**config.mk**
```make
export PLATFORM = sky130hd
export DESIGN_NAME = gsc_ctrl
export DESIGN_NICKNAME = d
export VERILOG_FILES = /design/src/design/gsc_pkg.sv /design/src/design/gsc_ctrl.sv
export SDC_FILE = /design/constraint.sdc
export NUM_CORES = 1
export LEC_CHECK = 0
export ABC_CLOCK_PERIOD_IN_PS = 4600
export CAP_MARGIN = 25
export CORE_AREA = 10 10 51 53
export CTS_BUF_LIST = sky130_fd_sc_hd__clkbuf_4 sky130_fd_sc_hd__clkbuf_8
export DETAILED_ROUTE_END_ITERATION = 8
export DIE_AREA = 0 0 61 63
export DONT_BUFFER_PORTS = 1
export GPL_ROUTABILITY_DRIVEN = 0
export PLACE_DENSITY = 0.68
export SLEW_MARGIN = 20
export SYNTH_ARGS = -nofsm -noshare
export SYNTH_HDL_FRONTEND = slang
export SYNTH_SLANG_ARGS = --single-unit
```
**constraint.sdc**
```tcl
create_clock -name aclk -period 4.6 [get_ports aclk]
set_input_delay 0.46 -clock aclk [delete_from_list [all_inputs] [get_ports aclk]]
set_output_delay 0.46 -clock aclk [all_outputs]
set_load 0.005 [all_outputs]
```
**src/design/gsc_pkg.sv**
```systemverilog
// ----------------------------------------------------------------------------
// gsc_pkg: shared types and constants for the gamepad sample conditioner
// Payload structs, controller commands, register indexes and fixed widths.
// ----------------------------------------------------------------------------
`default_nettype none

package gsc_pkg;

    // fixed field widths
    localparam int AXIS_W     = 16;
    localparam int BTN_W      = 16;
    localparam int TRIG_W     = 8;
    localparam int DZ_W       = 15;
    localparam int ROOT_W     = 16;
    localparam int QUO_W      = 16;
    localparam int SQ_W       = 32;
    localparam int PROD_W     = 31;

    // full scale of a conditioned axis
    localparam logic [DZ_W-1:0] FULL_SCALE = 15'h7FFF;

    // dead zone reset values
    localparam logic [DZ_W-1:0] LEFT_DZ_RESET  = 15'd7849;
    localparam logic [DZ_W-1:0] RIGHT_DZ_RESET = 15'd8689;

    // iteration counts of the shared root and divide steps
    localparam int ROOT_STEPS = ROOT_W;
    localparam int DIV_STEPS  = QUO_W;
    localparam int STEP_W     = 4;

    // configuration register indexes
    localparam int CFG_INDEX_W = 1;
    localparam logic [CFG_INDEX_W-1:0] CFG_LEFT_DZ  = 1'b0;
    localparam logic [CFG_INDEX_W-1:0] CFG_RIGHT_DZ = 1'b1;

    // one poll sample
    typedef struct packed {
        logic                     poll_ok;
        logic [BTN_W-1:0]         buttons;
        logic signed [AXIS_W-1:0] left_x;
        logic signed [AXIS_W-1:0] left_y;
        logic signed [AXIS_W-1:0] right_x;
        logic signed [AXIS_W-1:0] right_y;
        logic [TRIG_W-1:0]        left_trigger;
        logic [TRIG_W-1:0]        right_trigger;
    } gsc_in_t;

    // one conditioned result
    typedef struct packed {
        logic [BTN_W-1:0]         pressed_mask;
        logic [BTN_W-1:0]         released_mask;
        logic [BTN_W-1:0]         held_mask;
        logic signed [AXIS_W-1:0] left_out_x;
        logic signed [AXIS_W-1:0] left_out_y;
        logic signed [AXIS_W-1:0] right_out_x;
        logic signed [AXIS_W-1:0] right_out_y;
        logic [2*TRIG_W-1:0]      left_trigger_level;
        logic [2*TRIG_W-1:0]      right_trigger_level;
    } gsc_out_t;

    // controller to datapath commands
    typedef struct packed {
        logic capture;
        logic square;
        logic root_init;
        logic root_step;
        logic prep;
        logic div_init;
        logic div_step;
        logic div_store;
        logic axis_y;
        logic load_out;
    } gsc_cmd_t;

endpackage

`default_nettype wire

```
**src/design/gsc_ctrl.sv**
```systemverilog
// ----------------------------------------------------------------------------
// gsc_ctrl: controller of the gamepad sample conditioner
// Sequences square, root, prepare and the two axis divides, and owns the
// input ready and the result valid.
// ----------------------------------------------------------------------------
`default_nettype none

module gsc_ctrl
    import gsc_pkg::*;
(
    input  wire logic aclk,
    input  wire logic aresetn,
    input  wire logic s_valid,
    input  wire logic poll_ok,
    output logic      s_ready,
    output logic      m_valid,
    input  wire logic m_ready,
    output gsc_cmd_t  cmd
);

    typedef enum logic [8:0] {
        ST_IDLE      = 9'b000000001,
        ST_SQUARE    = 9'b000000010,
        ST_ROOT_INIT = 9'b000000100,
        ST_ROOT_STEP = 9'b000001000,
        ST_PREP      = 9'b000010000,
        ST_DIV_INIT  = 9'b000100000,
        ST_DIV_STEP  = 9'b001000000,
        ST_DIV_DONE  = 9'b010000000,
        ST_OUTPUT    = 9'b100000000
    } gsc_state_t;

    localparam logic [STEP_W-1:0] ROOT_LAST = STEP_W'(ROOT_STEPS - 1);
    localparam logic [STEP_W-1:0] DIV_LAST  = STEP_W'(DIV_STEPS - 1);

    gsc_state_t        state_reg, state_next;
    logic [STEP_W-1:0] cnt_reg, cnt_next;
    logic              axis_reg, axis_next;
    logic              m_valid_reg, m_valid_next;
    logic              accept;
    logic              out_free;

    assign s_ready  = (state_reg == ST_IDLE);
    assign accept   = s_valid && s_ready;
    assign out_free = !m_valid_reg || m_ready;

    // next state and commands
    always_comb begin
        state_next = state_reg;
        cnt_next   = cnt_reg;
        axis_next  = axis_reg;
        cmd        = '0;
        cmd.axis_y = axis_reg;
        case (state_reg)
            ST_IDLE: begin
                if (accept && poll_ok) begin
                    cmd.capture = 1'b1;
                    state_next  = ST_SQUARE;
                end
            end
            ST_SQUARE: begin
                cmd.square = 1'b1;
                state_next = ST_ROOT_INIT;
            end
            ST_ROOT_INIT: begin
                cmd.root_init = 1'b1;
                cnt_next      = '0;
                state_next    = ST_ROOT_STEP;
            end
            ST_ROOT_STEP: begin
                cmd.root_step = 1'b1;
                cnt_next      = cnt_reg + 1'b1;
                if (cnt_reg == ROOT_LAST) begin
                    state_next = ST_PREP;
                end
            end
            ST_PREP: begin
                cmd.prep   = 1'b1;
                axis_next  = 1'b0;
                state_next = ST_DIV_INIT;
            end
            ST_DIV_INIT: begin
                cmd.div_init = 1'b1;
                cnt_next     = '0;
                state_next   = ST_DIV_STEP;
            end
            ST_DIV_STEP: begin
                cmd.div_step = 1'b1;
                cnt_next     = cnt_reg + 1'b1;
                if (cnt_reg == DIV_LAST) begin
                    state_next = ST_DIV_DONE;
                end
            end
            ST_DIV_DONE: begin
                cmd.div_store = 1'b1;
                if (axis_reg) begin
                    state_next = ST_OUTPUT;
                end else begin
                    axis_next  = 1'b1;
                    state_next = ST_DIV_INIT;
                end
            end
            ST_OUTPUT: begin
                if (out_free) begin
                    cmd.load_out = 1'b1;
                    state_next   = ST_IDLE;
                end
            end
            default: begin
                state_next = ST_IDLE;
            end
        endcase
    end

    // result valid: set on load, cleared on transfer
    always_comb begin
        if (cmd.load_out) begin
            m_valid_next = 1'b1;
        end else if (m_ready) begin
            m_valid_next = 1'b0;
        end else begin
            m_valid_next = m_valid_reg;
        end
    end

    always_ff @(posedge aclk) begin
        if (!aresetn) begin
            state_reg   <= ST_IDLE;
            cnt_reg     <= '0;
            axis_reg    <= 1'b0;
            m_valid_reg <= 1'b0;
        end else begin
            state_reg   <= state_next;
            cnt_reg     <= cnt_next;
            axis_reg    <= axis_next;
            m_valid_reg <= m_valid_next;
        end
    end

    assign m_valid = m_valid_reg;

endmodule

`default_nettype wire

```
# --- After elaboration in Yosys (flattened, before gate mapping) ---
# Index checks and enable logic that the tools add are counted.
totals:
  wordCells: 50
  reg_bits: 15
op_classes:
  n_eq_ne: 14
  reduce_logical: 10
  n_addsub: 1
  n_mux: 21
op_table:
  columns: ["operator", "count"]
  rows:
  - ["$pmux W9 S9", 1]
  - ["$mux W9", 5]
  - ["$mux W1", 13]
  - ["$eq A9 B1 Y1 const B", 1]
  - ["$eq A9 B2 Y1 const B", 1]
  - ["$eq A9 B3 Y1 const B", 1]
  - ["$eq A9 B4 Y1 const B", 1]
  - ["$eq A9 B5 Y1 const B", 1]
  - ["$eq A9 B6 Y1 const B", 1]
  - ["$eq A9 B7 Y1 const B", 1]
  - ["$eq A9 B8 Y1 const B", 1]
  - ["$eq A9 B9 Y1 const B", 1]
  - ["$pmux W4 S2", 1]
  - ["$ne A2 B2 Y1 const B", 3]
  - ["$reduce_bool A2 Y1", 3]
  - ["$add A4 B1 Y4 const B", 1]
  - ["$eq A4 B4 Y1 const B", 1]
  - ["$reduce_and A4 Y1", 1]
  - ["$reduce_or A2 Y1", 2]
  - ["$logic_and A1 B1 Y1", 2]
  - ["$ne A2 B1 Y1 const B", 1]
  - ["$pmux W1 S2", 1]
  - ["$logic_not A1 Y1", 1]
  - ["$logic_or A1 B1 Y1", 1]

# --- Logic depth before layout (Yosys ltp) ---
depth:
  depth_word: 5
  mapped_depth: 7
  depth_no_buf: 5

# --- Worst setup path after synthesis ---
# No wires, ideal clock.
synth_timing:
  path_type: "register -> output"
  from: "register state_reg[7]"
  to: "output port cmd[0] (netlist bit)"
  required_time_ps: 4140
  setup_slack_ps: 2296
  stages_incl_launch_ff: 6
  arrival_time_ps: 1844
  cell_sequence: "dfxtp_1 or3_4 or4_1 or3_1 nor2b_1 buf_4"
synth_lines:
  columns: ["item", "line_no", "text"]
  rows:
  - ["from (decl)", "gsc_ctrl.sv:36", "gsc_state_t state_reg, state_next;"]
  - ["from (signal assigned)", "gsc_ctrl.sv:133", "state_reg <= state_next;"]
  - ["to (decl)", "gsc_ctrl.sv:18", "output gsc_cmd_t cmd"]

==> run_results.csv <==
group,metric,value,unit
critical_path,path_cells,"or3_4 -> or4_1 -> or3_1 -> nor2b_1",
route,via_count,749,
grt,use_met1,11.6,%
grt,top_usage_layer,"met2",
grt,grt_pass1_wl,3040,um
sta,tightest_slew,407,ps
yosys,yosysTopAreaCell,"dfxtp_1",
sta,final.setup.tns,0,ps
route,viasPerCell,6.19,
critical_path,criticalPathCategory,"reg -> out",
power,ir_drop,144,uV
clocking,hold_buffers,0,
critical_path,end_kind,"primary output",
route,first_iter_violations,15,
status,status,"complete, no violations",
die,initial_core_util,52.7,%
yosys,ys.flop_type,"dfxtp_1",
cells_and_area,nNetsFinal,111,
clocking,cts_setup_buffers,0,
clocking,cts_root_buf,"clkbuf_4",
power,p_per_area,325,nW/um^2
yosys,yosysWarningCount,0,
clocking,clock_path_buffers,2,
critical_path,arrival,2200,ps
critical_path,crit_path_start_kind,"flip-flop",
sta,rsz0062_at_grt,"no",
yosys,synth.avg_cell_area,8.05,um^2
yosys,synth_cell_types,37,
place,port_buffers,0,
sta,layout_setup_ws,1940,ps
die,fp.coreArea,1650,um^2
clocking,cts_buffers,3,
power,p_int,0.000191,W
die,dieArea,3840,um^2
sta,setup_violations,0,
grt,first_global_vias,671,
clocking,ctsResizeCount,0,
route,dr.pass1.iters,4,
sta,max_freq,375,MHz
route,ant_nets,0,
power,netSwitchingFraction,31.6,%
die,ios,17,
place,hpwl,1430,um
yosys,syn_nets,114,
clocking,clock_latency,300,ps
critical_path,required,4140,ps
route,routed_wl,1850,um
power,clock_power_share,28.2,%
critical_path,slowest_delay,550,ps
die,die_x,61,um
grt,grtUsageMet2,14.3,%
sta,fin_crit_sh,57.9,%
route,drcViolationCount,0,
grt,grt_overflow,0,
yosys,synthTopCellsByCount,"dfxtp_1 (15), nor2_1 (14), a21oi_1 (9)",
clocking,clkTransAtPathRegs,100,ps
sta,slew_headroom,72.9,%
flow_run,maxCapViolations,0,
sta,finalClockSkew,6.56,ps
die,rows,15,
yosys,syn_area,870,um^2
power,p_sw,0.0000884,W
power,leakagePower,0.309,nW
sta,finalHoldViolCount,0,
place,post-place-ws,2260,ps
power,p_seq_share,51.5,%
die,dieHeight,63,um
grt,track_usage,10.2,%
grt,antenna_found_initial,0,
yosys,synth_top_area_share,34.5,%
clocking,cts_tree,"built",
yosys,yosysMostFrequentCell,"dfxtp_1",
sta,fin_crit,2660,ps
hold_path,worstHoldPathType,"in -> reg",
cells_and_area,layout-drive-gt1-share,10.6,%
yosys,ys_seq_elements,15,
cells_and_area,syn2layout_area_growth,-1.29,%
yosys,ys_seq_area_share,34.5,%
grt,grtUsageMet3,5.89,%
yosys,synth_edf_count,0,
critical_path,critPathSlowestCell,"or4_1",
cells_and_area,largest_register_ffs,9,
clocking,clock-sinks,15,
cells_and_area,diodes,0,
critical_path,crit_fanout,8,
grt,grt_max_degree,12,
yosys,ys_async_sr_fraction,0,%
power,p_comb_share,20.3,%
yosys,syn_inst,108,
clocking,htree_num_levels,1,
route,wl_per_cell,15.3,um
sta,drv_slew,0,
yosys,synth_area_leaders,"dfxtp_1 (35%), nor2_1 (6.0%), a21oi_1 (5.2%)",
-- final timing paths --
check | start | end | slack, ps | depth (start not counted)
worst min-delay path | aresetn | cnt_reg[1] | 310 | 2
worst min register to register | cnt_reg[3] | cnt_reg[3] | 500 | 2
worst max-delay path | state_reg[7] | cmd[0] | 1940 | 4
worst max register to register | state_reg[7] | state_reg[0] | 2480 | 5
-- cells by family after synthesis --
| group | after synthesis | synth area share, % |
|---|---|---|
| AO/OA/AOI/OAI | 23 | 17.3 |
| adder cells (fa/ha/maj) | 1 | 1.44 |
| buffers and inverters | 13 | 9.07 |
| AND/OR/NAND/NOR | 54 | 35.7 |
| flip-flops | 15 | 34.5 |
| XOR/XNOR | 2 | 2.01 |
-- final cells by class --
| type | instances | area [um^2] |
|---|---|---|
| flip-flops and latches | 15 | 300 |
| clock inverters | 1 | 5.00 |
| well taps | 17 | 21.3 |
| inverters | 5 | 18.8 |
| clock buffers | 3 | 22.5 |
| multi-input cells | 80 | 490 |
| fillers | 170 | 793 |
-- worst max-delay path, delay by kind of cell (launching register included) --
kind             cells  cell delay (ps)
DFF                  1              380
and+or+nand+nor      4             1530
-- per-stage QoR --
stage	cell area (um^2)	instances	total power, W	hold WS [ps]	utilization [%]
5_1_grt	858	121	0.000299	299	52.0
3_5_place_dp	831	117	0.000203	487	50.3
2_1_floorplan	870	108	0.000197	463	-
6_report	858	121	0.000279	305	52.0
3_3_place_gp	831	117	0.000203	479	50.3
4_1_cts	858	121	0.000280	306	52.0
-- power by group through the flow --
stage / Clock [W] / Combinational [W] / Sequential (W)
floorplan: 0 / 0.0000558 / 0.000141
global placement: 0 / 0.0000559 / 0.000147
detailed placement: 0 / 0.0000564 / 0.000147
CTS: 0.0000799 / 0.0000568 / 0.000144
global route: 0.0000890 / 0.0000642 / 0.000145
finish: 0.0000787 / 0.0000567 / 0.000144
-- routing by layer --
metal / share of wire (%) / vias up
met5: 0 / -
met4: 1.7 / 0
met3: 13 / 3
met2: 44 / 28
met1: 42 / 350
li1: - / 368
-- layout by cell type (no fill, tap or decap), types with 2 or more instances in the layout --
cell type / netlist / final
or3_1: 3 / 3
nor2b_1: 3 / 3
or4_1: 2 / 2
a21oi_1: 9 / 9
nand3_1: 2 / 2
clkbuf_4: 0 / 3
nor3_1: 5 / 5
nand2_1: 6 / 6
inv_1: 5 / 5
o21ai_0: 6 / 6
dfxtp_1: 15 / 15
or2_2: 3 / 3
nor2_1: 14 / 14
and4b_1: 2 / 2
nand2b_1: 4 / 4
and2_1: 2 / 2
No activity file was read; power rests on OpenSTA's default activity.
